--- src/design/lmat_pkg.sv ---
// shared types and constants for the light moving-average threshold block
`default_nettype none
package lmat_pkg;

    localparam int SAMPLE_W      = 12;
    localparam int WINDOW_DEF    = 8;
    localparam int S_TDATA_W     = 16;
    localparam int M_TDATA_W     = 16;
    localparam int FQ_DEPTH      = 2;
    localparam int FQ_PTR_W      = (FQ_DEPTH > 1) ? $clog2(FQ_DEPTH) : 1;
    localparam int FQ_CNT_W      = $clog2(FQ_DEPTH + 1);
    localparam int DIV_STEPS     = SAMPLE_W;
    localparam int DIV_STEP_W    = $clog2(DIV_STEPS);

    localparam logic [SAMPLE_W-1:0] THR_RESET = 12'd2048;

    // sample handed from the front queue to the back end
    typedef struct packed {
        logic                valid;
        logic [SAMPLE_W-1:0] sample;
    } t_fq_head;

    typedef enum logic [1:0] {
        B_IDLE,
        B_UPDATE,
        B_DIV,
        B_DONE
    } t_back_state;

endpackage
`default_nettype wire

--- src/design/lmat_front.sv ---
// input side: accepts samples and queues them for the back end
`default_nettype none
module lmat_front (
    input  wire                            i_clk,
    input  wire                            i_rst_n,
    input  wire                            s_axis_tvalid,
    output logic                           s_axis_tready,
    input  wire  [lmat_pkg::SAMPLE_W-1:0]  i_sample,
    output lmat_pkg::t_fq_head             o_head,
    input  wire                            i_pop
);
    import lmat_pkg::*;

    logic [SAMPLE_W-1:0] r_mem [FQ_DEPTH];
    logic [FQ_PTR_W-1:0] r_wr_ptr, n_wr_ptr;
    logic [FQ_PTR_W-1:0] r_rd_ptr, n_rd_ptr;
    logic [FQ_CNT_W-1:0] r_count, n_count;
    logic                w_push;
    logic                w_pop;

    assign s_axis_tready = (r_count != FQ_CNT_W'(FQ_DEPTH));
    assign w_push        = s_axis_tvalid && s_axis_tready;
    assign w_pop         = i_pop && (r_count != '0);

    assign o_head.valid  = (r_count != '0);
    assign o_head.sample = r_mem[r_rd_ptr];

    always_comb begin
        n_wr_ptr = r_wr_ptr;
        n_rd_ptr = r_rd_ptr;
        n_count  = r_count;
        if (w_push) begin
            n_wr_ptr = (r_wr_ptr == FQ_PTR_W'(FQ_DEPTH - 1)) ? '0 : r_wr_ptr + 1'b1;
        end
        if (w_pop) begin
            n_rd_ptr = (r_rd_ptr == FQ_PTR_W'(FQ_DEPTH - 1)) ? '0 : r_rd_ptr + 1'b1;
        end
        unique case ({w_push, w_pop})
            2'b10:   n_count = r_count + 1'b1;
            2'b01:   n_count = r_count - 1'b1;
            default: n_count = r_count;
        endcase
    end

    always_ff @(posedge i_clk) begin
        if (!i_rst_n) begin
            r_wr_ptr <= '0;
            r_rd_ptr <= '0;
            r_count  <= '0;
        end else begin
            r_wr_ptr <= n_wr_ptr;
            r_rd_ptr <= n_rd_ptr;
            r_count  <= n_count;
        end
    end

    always_ff @(posedge i_clk) begin
        if (w_push) begin
            r_mem[r_wr_ptr] <= i_sample;
        end
    end

endmodule
`default_nettype wire

--- src/design/lmat_back.sv ---
// back end: sample ring, running sum, serial divider and result register
`default_nettype none
module lmat_back #(
    parameter int WINDOW = lmat_pkg::WINDOW_DEF
) (
    input  wire                            i_clk,
    input  wire                            i_rst_n,
    input  lmat_pkg::t_fq_head             i_head,
    output logic                           o_pop,
    input  wire  [lmat_pkg::SAMPLE_W-1:0]  i_threshold,
    output logic                           m_axis_tvalid,
    input  wire                            m_axis_tready,
    output logic [lmat_pkg::SAMPLE_W-1:0]  o_average,
    output logic                           o_is_dark
);
    import lmat_pkg::*;

    localparam int CNT_W = $clog2(WINDOW + 1);
    localparam int PTR_W = (WINDOW > 1) ? $clog2(WINDOW) : 1;
    localparam int SUM_W = SAMPLE_W + CNT_W;

    t_back_state r_state, n_state;

    logic [SAMPLE_W-1:0]   r_ring [WINDOW];
    logic [SAMPLE_W-1:0]   r_old;
    logic [PTR_W-1:0]      r_wr_pos;
    logic [CNT_W-1:0]      r_fill;
    logic [SUM_W-1:0]      r_sum;
    logic [CNT_W-1:0]      r_rem;
    logic [CNT_W-1:0]      r_div;
    logic [SAMPLE_W-1:0]   r_quo;
    logic [DIV_STEP_W-1:0] r_step;
    logic                  r_m_valid;
    logic [SAMPLE_W-1:0]   r_m_avg;
    logic                  r_m_dark;

    logic                  w_full;
    logic [SAMPLE_W-1:0]   w_old;
    logic [SUM_W-1:0]      w_sum;
    logic [CNT_W-1:0]      w_fill;
    logic [PTR_W-1:0]      w_pos_next;
    logic [CNT_W:0]        w_rem_shift;
    logic                  w_ge;
    logic [CNT_W:0]        w_rem_diff;
    logic                  w_last_step;
    logic                  w_out_free;

    logic                  c_update;
    logic                  c_div;
    logic                  c_load_out;

    // entries past the fill count were never written and count as zero
    assign w_full      = (r_fill == CNT_W'(WINDOW));
    assign w_old       = w_full ? r_old : '0;
    assign w_sum       = r_sum - SUM_W'(w_old) + SUM_W'(i_head.sample);
    assign w_fill      = w_full ? r_fill : r_fill + 1'b1;
    assign w_pos_next  = (r_wr_pos == PTR_W'(WINDOW - 1)) ? '0 : r_wr_pos + 1'b1;

    // restoring division, one quotient bit a cycle; the mean fits in 12 bits
    assign w_rem_shift = {r_rem, r_quo[SAMPLE_W-1]};
    assign w_ge        = (w_rem_shift >= {1'b0, r_div});
    assign w_rem_diff  = w_rem_shift - {1'b0, r_div};
    assign w_last_step = (r_step == DIV_STEP_W'(DIV_STEPS - 1));
    assign w_out_free  = !r_m_valid || m_axis_tready;

    always_comb begin
        n_state = r_state;
        unique case (r_state)
            B_IDLE: begin
                if (i_head.valid) n_state = B_UPDATE;
            end
            B_UPDATE: n_state = B_DIV;
            B_DIV: begin
                if (w_last_step) n_state = B_DONE;
            end
            B_DONE: begin
                if (w_out_free) n_state = B_IDLE;
            end
            default: n_state = B_IDLE;
        endcase
    end

    always_comb begin
        c_update   = 1'b0;
        c_div      = 1'b0;
        c_load_out = 1'b0;
        unique case (r_state)
            B_IDLE:   ;
            B_UPDATE: c_update   = 1'b1;
            B_DIV:    c_div      = 1'b1;
            B_DONE:   c_load_out = w_out_free;
            default:  ;
        endcase
    end

    assign o_pop = c_update;

    always_ff @(posedge i_clk) begin
        if (!i_rst_n) begin
            r_state   <= B_IDLE;
            r_wr_pos  <= '0;
            r_fill    <= '0;
            r_sum     <= '0;
            r_step    <= '0;
            r_m_valid <= 1'b0;
        end else begin
            r_state <= n_state;
            if (c_update) begin
                r_wr_pos <= w_pos_next;
                r_fill   <= w_fill;
                r_sum    <= w_sum;
                r_step   <= '0;
            end else if (c_div) begin
                r_step <= r_step + 1'b1;
            end
            if (c_load_out) begin
                r_m_valid <= 1'b1;
            end else if (m_axis_tready) begin
                r_m_valid <= 1'b0;
            end
        end
    end

    always_ff @(posedge i_clk) begin
        if (c_update) begin
            r_rem <= w_sum[SUM_W-1:SAMPLE_W];
            r_quo <= w_sum[SAMPLE_W-1:0];
            r_div <= w_fill;
        end else if (c_div) begin
            r_rem <= w_ge ? w_rem_diff[CNT_W-1:0] : w_rem_shift[CNT_W-1:0];
            r_quo <= {r_quo[SAMPLE_W-2:0], w_ge};
        end
        if (c_load_out) begin
            r_m_avg  <= r_quo;
            r_m_dark <= (r_quo >= i_threshold);
        end
    end

    // ring memory: one write, one registered read at the write position
    always_ff @(posedge i_clk) begin
        if (c_update) begin
            r_ring[r_wr_pos] <= i_head.sample;
        end
    end

    always_ff @(posedge i_clk) begin
        r_old <= r_ring[r_wr_pos];
    end

    assign m_axis_tvalid = r_m_valid;
    assign o_average     = r_m_avg;
    assign o_is_dark     = r_m_dark;

endmodule
`default_nettype wire

--- src/design/light_moving_average_threshold_top.sv ---
// top level of the light moving-average filter with dark threshold
//
//  channel   dir   handshake                     payload
//  s_axis    in    s_axis_tvalid/s_axis_tready   tdata[11:0] sample
//  m_axis    out   m_axis_tvalid/m_axis_tready   tdata[11:0] average, [12] is_dark
//  cfg       in    i_cfg_we                      i_cfg_wdata dark threshold
//
// in the back end, each sample passes through an idle state that picks up the
// queue head, update, 12 divider steps and a result hand-off, with a
// bit-per-cycle divider that divides by the fill count.
// a two-entry queue takes samples while the back end works, and the result
// register lets the next sample start while a result waits to be taken.
// reset clears control state only; unfilled ring entries read as zero by way
// of the fill count, so there is no clearing pass.
`default_nettype none
module light_moving_average_threshold_top #(
    parameter int WINDOW = lmat_pkg::WINDOW_DEF
) (
    input  wire                              i_clk,
    input  wire                              i_rst_n,
    input  wire                              s_axis_tvalid,
    output logic                             s_axis_tready,
    // [11:0] sample, [15:12] zero
    input  wire  [lmat_pkg::S_TDATA_W-1:0]   s_axis_tdata,
    output logic                             m_axis_tvalid,
    input  wire                              m_axis_tready,
    // [11:0] average, [12] is_dark, [15:13] zero
    output logic [lmat_pkg::M_TDATA_W-1:0]   m_axis_tdata,
    input  wire                              i_cfg_we,
    input  wire  [lmat_pkg::SAMPLE_W-1:0]    i_cfg_wdata
);
    import lmat_pkg::*;

    logic [SAMPLE_W-1:0] r_dark_threshold;
    t_fq_head            w_head;
    logic                w_pop;
    logic [SAMPLE_W-1:0] w_average;
    logic                w_is_dark;

    always_ff @(posedge i_clk) begin
        if (!i_rst_n) begin
            r_dark_threshold <= THR_RESET;
        end else if (i_cfg_we) begin
            r_dark_threshold <= i_cfg_wdata;
        end
    end

    lmat_front u_front (
        .i_clk         (i_clk),
        .i_rst_n       (i_rst_n),
        .s_axis_tvalid (s_axis_tvalid),
        .s_axis_tready (s_axis_tready),
        .i_sample      (s_axis_tdata[SAMPLE_W-1:0]),
        .o_head        (w_head),
        .i_pop         (w_pop)
    );

    lmat_back #(
        .WINDOW (WINDOW)
    ) u_back (
        .i_clk         (i_clk),
        .i_rst_n       (i_rst_n),
        .i_head        (w_head),
        .o_pop         (w_pop),
        .i_threshold   (r_dark_threshold),
        .m_axis_tvalid (m_axis_tvalid),
        .m_axis_tready (m_axis_tready),
        .o_average     (w_average),
        .o_is_dark     (w_is_dark)
    );

    assign m_axis_tdata = {{(M_TDATA_W - SAMPLE_W - 1){1'b0}}, w_is_dark, w_average};

endmodule
`default_nettype wire

--- config.mk ---
export PLATFORM = sky130hd
export DESIGN_NAME = light_moving_average_threshold_top
export DESIGN_NICKNAME = d
export VERILOG_FILES = /design/src/design/lmat_pkg.sv /design/src/design/lmat_front.sv /design/src/design/lmat_back.sv /design/src/design/light_moving_average_threshold_top.sv
export SDC_FILE = /design/constraint.sdc
export NUM_CORES = 1
export LEC_CHECK = 0
export ABC_CLOCK_PERIOD_IN_PS = 10650
export BUFFER_PORTS_ARGS = -buffer_cell sky130_fd_sc_hd__buf_4
export CORE_MARGIN = 2
export CORE_UTILIZATION = 66
export DETAILED_ROUTE_END_ITERATION = 8
export PLACE_DENSITY = 0.85
export RECOVER_POWER = 100
export SYNTH_ARGS = -nofsm -noshare
export SYNTH_HDL_FRONTEND = slang
export SYNTH_SLANG_ARGS = --single-unit
--- constraint.sdc ---
create_clock -name i_clk -period 10.65 [get_ports i_clk]
set_input_delay 1.065 -clock i_clk [delete_from_list [all_inputs] [get_ports i_clk]]
set_output_delay 1.065 -clock i_clk [all_outputs]
set_load 0.02 [all_outputs]
==> summary.txt, run 1 <==
Setup path
  • Setup CP Type: reg2reg
  • Crit end category: flip-flop
  • WP data required: 10.80 ns
  • Reg2Reg Launch Point: u_back.r_state[1]
  • Reg-to-reg slack, setup: 6.22 ns
  • Crit path max fanout: 46
  • CP Launch Point: u_back.r_state[1]
  • Startpoint Class: flip-flop
  • Crit path DAT: 4.58 ns
  • R2R cell count: 6
  • Worst R2R End: u_back.r_ring[1][3]

Final layout
  • Layout area overhead: 10.6%
  • Number of fill cells: 887
  • Commonest cells after routing, fill and taps aside: edfxtp_1, inv_1, nor2_1
  • Commonest non-fill, non-tap cell in the layout: edfxtp_1
  • Share of layout cells above drive strength 1: 11.8%
  • # diodes: 0
  • Final nets: 872

Worst hold path
  • Worst hold start: u_back.r_quo[0]
  • Cells on Worst Hold Path: 0
  • Worst min path class: reg2reg
  • Worst hold endpoint: u_back.o_average[0]

Clocking
  • Clk slew on worst S/H paths: about 0.060 ns
  • Deepest clock path buffer count: 3
  • Number of hold buffers added after CTS: 0
  • Clock root buffer: clkbuf_16
  • CTS Sinks: 212
  • Post-CTS resize count: 0
  • Post-CTS Setup Repair Bufs: 0
  • Clk_lat worst skew: 0.50 ns
  • Number of CTS-inserted buffers: 21
  • H-tree levels: 1
  • CTS tree: built

GRT
  • Grt ovf: 0
  • Number of global-route vias before repair: a little under 6000
  • Largest net degree at the start of global routing: 47
  • GRT Overall Usage: 24.0%
  • First-pass GRT wire length: around 30000 um
  • Initial antenna violation count: 0

Floorplanning
  • Die extent in x: roughly 130 um
  • Initial Util: 67.1%
  • Standard-cell rows: between 40 and 50
  • Die Height: 125 um
  • Die area: 0.0157 mm2
  • I/O pin count: 51
  • Core Area: 0.0144 mm2

Drt
  • Total Wirelength: 18700 um
  • Vias: 5851
  • Final antenna-violating net count: 0
  • WL per Instance: 19.0 um
  • Starting DRT DRC Count: 499
  • Initial DRT Pass Iterations: 5
  • Remaining DRCs: 0
  • Vias per std cell: 5.95

STA
  • FMAX: 226 MHz
  • Max Clock Skew: roughly 0.010 ns
  • Count of final setup violators: 0
  • Sum of negative setup slack: 0 ns
  • RSZ-0062 raised after global routing: false
  • Slew HR: -50.5%
  • Worst slew pin tran: 2.26 ns
  • Tcrit/Tclk final: about two fifths
  • Hold Violations, Final: 0
  • Min cycle time layout: 4.43 ns
  • Fin. max-slew vios: 75

Status
  • Failing checks: capacitance limit, slew limit
  • Outcome: finished, violations left

Yosys
  • Cell variety after synth: 60
  • Async SR Flop Fraction: 0%
  • Synth Area in Adders: 8.12%
  • Mux contribution to synthesized area: 10.9%
  • EDFF count, synth: 153
  • Cell area after synthesis: 0.00968 mm2
  • Post-synthesis sequential area ratio: 59.7%
  • Synth Area in Compound Gates: 6.83%
  • YS warnings: 0
  • Post-Synth Simple-Gate Area: 8.03%
  • Post-Synth XOR/XNOR Area: 1.77%
  • Gate Count Post-Synth: 733
  • Flops & latches, synth: 212
  • Largest family of logic cells by synthesized area: multiplexers
  • Synth Flop Type: edfxtp_1
  • Average cell area after synthesis: 13.2 um2

Power
  • Total power: 3.20 mW
  • Power Dens Cells: 299 mW/mm2
  • Leakage: 3.96 nW
  • Worst IR Drop VDD: between 0.15 and 0.2 mV

Place
  • GPL Wtd Cong: 0.910
  • Dpl hpwl: 12600 um
  • Port buffer count: 43

Job
  • Max Cap Viol: 2
worst max-delay path, cell delays in order, from the launching register on:
cell and delay, ns:
dfxtp_1 0.33, inv_1 0.10, ha_1 0.17, clkbuf_1 1.61
nand2_1 0.33, nor3_1 1.08, clkbuf_1 0.44
synth_stat cells, types with 4 or more instances:
library cell    n  share of area [%]
or3_1           5               0.32
nand2_1        25               0.97
xnor2_1        10               0.90
a21o_1          8               0.62
mux2i_1        29                3.0
nand2b_1        8               0.52
buf_1           9               0.35
a31oi_1         4               0.26
clkbuf_1       12               0.47
nand4_1         8               0.52
o211ai_1        6               0.47
buf_4           4               0.31
buf_2           5               0.26
ha_1           42                5.4
nand3_1        13               0.67
and2_1         12               0.78
fa_1           13                2.7
o21ai_0        21                1.1
inv_1          83                3.2
edfxtp_1      153                 47
nor2_1         69                2.7
nor2b_1         4               0.26
a21oi_1        28                1.4
nor3_1          7               0.36
dfxtp_1        59                 12
mux2_2         20                2.3
xor2_1          7               0.63
mux4_2         24                5.6
cell families after synthesis:
family / Yosys count
AO/OA/AOI/OAI: 97
adder cells (fa/ha/maj): 55
flip-flops: 212
other: 1
buffers and inverters: 114
multiplexers: 73
AND/OR/NAND/NOR: 163
XOR/XNOR: 18
per-stage QoR:
stage                     instance area, um2  hold WS (ns)  setup slack [ns]  util (%)  cells
after floorplan                         9690         0.426              7.31         -    735
after global placement                 10200         0.439              6.81      70.7    945
after detailed placement               10200         0.449              6.66      70.7    945
after CTS                              10900         0.465              6.66      75.3    983
after global routing                   10700         0.483              5.82      74.2    983
final                                  10700         0.462              6.22      74.2    983
area by class of cell:
type	count	area (um2)	area share, %
Multi-Input combinational cell	409	3440	32.1
Sequential cell	212	5780	54.0
Clock inverter	13	116	1.09
Inverter	84	315	2.95
Tap cell	184	230	2.15
Timing Repair Buffer	56	285	2.67
Clock buffer	25	541	5.05
sequential cells by signal (all words and copies together), names as in the netlist, 12 cells and up, named ones only:
register and cells:
r_dark_threshold 12, u_back.r_ring 96, u_front.r_mem 24, u_back.r_quo 12, u_back.r_old 12, u_back.o_average 12, u_back.r_sum 16
worst max-delay path by stage:
stage                           to  cells past startpoint
2_1_floorplan      u_back.r_rem[2]                     10
3_3_place_gp       u_back.r_rem[2]                     13
3_5_place_dp       u_back.r_rem[2]                     16
4_1_cts            u_back.r_rem[2]                     16
5_1_grt        u_back.r_ring[1][8]                      6
6_report       u_back.r_ring[1][3]                      6
metal layers:
metal	share of wire, %	global-route usage (%)	up-vias	wire length [um]
li1	-	-	2732	-
met1	41	31.8	2854	7730
met2	50	40.9	214	9300
met3	5.2	3.59	51	965
met4	3.6	8.63	0	669
met5	0	0	-	0
where the power goes:
| group | internal (mW) | switching, mW |
|---|---|---|
| Sequential | 1.12 | 0.0872 |
| Combinational | 0.519 | 0.761 |
| Clock | 0.411 | 0.299 |
Note: power is estimated with default switching activity, not from simulation.
==> inputs of run 2 (changes only) <==
- ABC_CLOCK_PERIOD_IN_PS: 10650 -> 4000
- CORE_UTILIZATION: 66 -> 55
- PLACE_DENSITY: 0.85 -> 0.76
- clock period: 10.65 -> 4 ns (I/O delays scaled with it)
==> run 2 against run 1 <==
Compared with the run above: the run still ends with capacitance limit, slew limit left; register-to-register slack lost 6.0 ns; clock skew fell by 0.0035 ns; maximum frequency is 17% higher; final cell count rose by 4.9%; combinational power grew to 2.6 times the previous value; critical path depth increased by 4; global-route usage is 4.0 points lower; worst setup slack got worse by 6.0 ns; die area up 19%; sequential power grew to 2.6 times the previous value; critical path type unchanged; largest power group unchanged; highest routed layer unchanged.
==> summary.txt, run 2 (synthesis results as in run 1) <==
Status
  • Outcome: finished, violations left
  • Failing checks: capacitance limit, slew limit

Clocking
  • CTS tree: built
  • Clock root buffer: clkbuf_16
  • CTS Sinks: around 210
  • Number of hold buffers added after CTS: 0
  • Number of CTS-inserted buffers: 22
  • Clk_lat worst skew: 0.49 ns
  • Post-CTS resize count: 0
  • H-tree levels: 1
  • Clk slew on worst S/H paths: around 0.060 ns
  • Deepest clock path buffer count: 3
  • Post-CTS Setup Repair Bufs: 0

Final layout
  • Commonest non-fill, non-tap cell in the layout: edfxtp_1
  • Non-filler instance count after layout: between 1000 and 1500
  • Layout area overhead: 12.4%
  • Max reg flops: 96
  • Final nets: around 900
  • Most flops, register: u_back.r_ring
  • Post-route cell area: roughly 0.011 mm2
  • Number of fill cells: around 1300
  • Final core occ: a little over three fifths
  • Share of layout cells above drive strength 1: 13.7%
  • Commonest cells after routing, fill and taps aside: edfxtp_1, inv_1, nor2_1
  • Top flop regs: u_back.r_ring x96, u_front.r_mem x24, u_back.r_sum x16

Drt
  • Total Wirelength: 18000 um
  • Vias: around 5800
  • Remaining DRCs: 0
  • Final antenna-violating net count: 0
  • Starting DRT DRC Count: between 400 and 500
  • WL per Instance: between 15 and 20 um
  • Initial DRT Pass Iterations: 5
  • Vias per std cell: 5.58

STA
  • Final worst setup slack: 0.208 ns
  • FMAX: 264 MHz
  • Min cycle time layout: 3.79 ns
  • Fin. max-slew vios: 28
  • Worst slew pin tran: 2.08 ns
  • Hold Violations, Final: 0
  • Max Clock Skew: approximately 0.007 ns
  • Sum of negative setup slack: 0 ns
  • Slew HR: -38.7%
  • RSZ-0062 raised after global routing: false
  • Hold slack: 0.112 ns
  • Count of final setup violators: 0
  • Tcrit/Tclk final: a little over nine tenths

Place
  • GPL Wtd Cong: 0.880
  • Port buffer count: 43
  • Placed cells: 990
  • Place WS: 0.343 ns
  • Post-DP Area: 0.0103 mm2
  • Dpl hpwl: 12600 um

GRT
  • Number of global-route vias before repair: 5824
  • Grt ovf: 0
  • Initial antenna violation count: 1
  • First-pass GRT wire length: 29000 um
  • Largest net degree at the start of global routing: 46
  • GRT Overall Usage: 20.1%

Setup path
  • Setup CP Type: reg2reg
  • Worst R2R End: u_back.r_sum[12]
  • Crit end category: flip-flop
  • Startpoint Class: flip-flop
  • WP data required: about 4.4 ns
  • Reg-to-reg slack, setup: about 0.21 ns
  • R2R cell count: 10
  • Crit path max fanout: 12
  • Crit path DAT: between 4 and 5 ns

Worst hold path
  • Worst hold endpoint: u_front.r_mem[1][6]
  • Worst min path class: in2reg
  • Worst hold start: s_axis_tdata[6]
  • Cells on Worst Hold Path: 1

Floorplanning
  • Core Area: 0.0172 mm2
  • Initial Util: 56.2%
  • Die extent in x: 137 um
  • Die area: 0.0187 mm2
  • Die Height: approximately 140 um
  • I/O pin count: 51
  • Standard-cell rows: 48

Power
  • Total power: 8.60 mW
  • Power Dens Cells: slightly below 800 mW/mm2
  • Leakage: between 4 and 5 nW
  • Worst IR Drop VDD: 0.474 mV

Job
  • Max Cap Viol: 1
run 2: final cells by class:
class,count,area (um2),share of cell area [%]
flip-flops and latches,212,5780,53.1
multi-input cells,409,3450,31.7
clock buffers,32,659,6.06
repair buffers,60,319,2.93
inverters,84,315,2.90
well taps,225,282,2.59
clock inverters,8,72.6,0.667
diodes,1,2.50,0.0230
run 2: power breakdown:
part,total [mW],switching [mW],internal (mW)
clock network,2.02,0.804,1.21
logic,3.39,1.99,1.39
registers,3.20,0.218,2.98
run 2: worst max-delay path by stage:
stage                                start          endpoint  slack, ns  cells past startpoint
after floorplan                  flip-flop   u_back.r_rem[2]       0.66                     10
after CTS                 u_back.r_fill[0]   u_back.r_quo[9]       0.31                     15
after global routing      u_back.r_fill[0]  u_back.r_sum[12]       0.03                     15
after detailed placement  u_back.r_fill[0]   u_back.r_quo[9]       0.34                     15
after global placement    u_back.r_fill[0]   u_back.r_rem[2]       0.46                     17
final                            flip-flop  u_back.r_sum[12]       0.21                     10
run 2: critical path, cell delays in order, from the launching register on:
cell	delay (ns)
dfxtp_1	0.71
mux2i_1	0.36
clkbuf_1	0.23
fa_1	0.44
inv_1	0.07
ha_1	0.29
a211o_1	0.35
o31ai_2	0.49
a31oi_4	0.18
nor4b_1	0.19
a311o_1	0.37
run 2: layer usage:
metal	GRT usage [%]	share of wire (%)	vias to the layer above
met3	3.52	4.6	32
met1	26.4	43	2843
met5	0	0	-
li1	-	-	2743
met2	34.1	50	136
met4	6.19	2.3	0
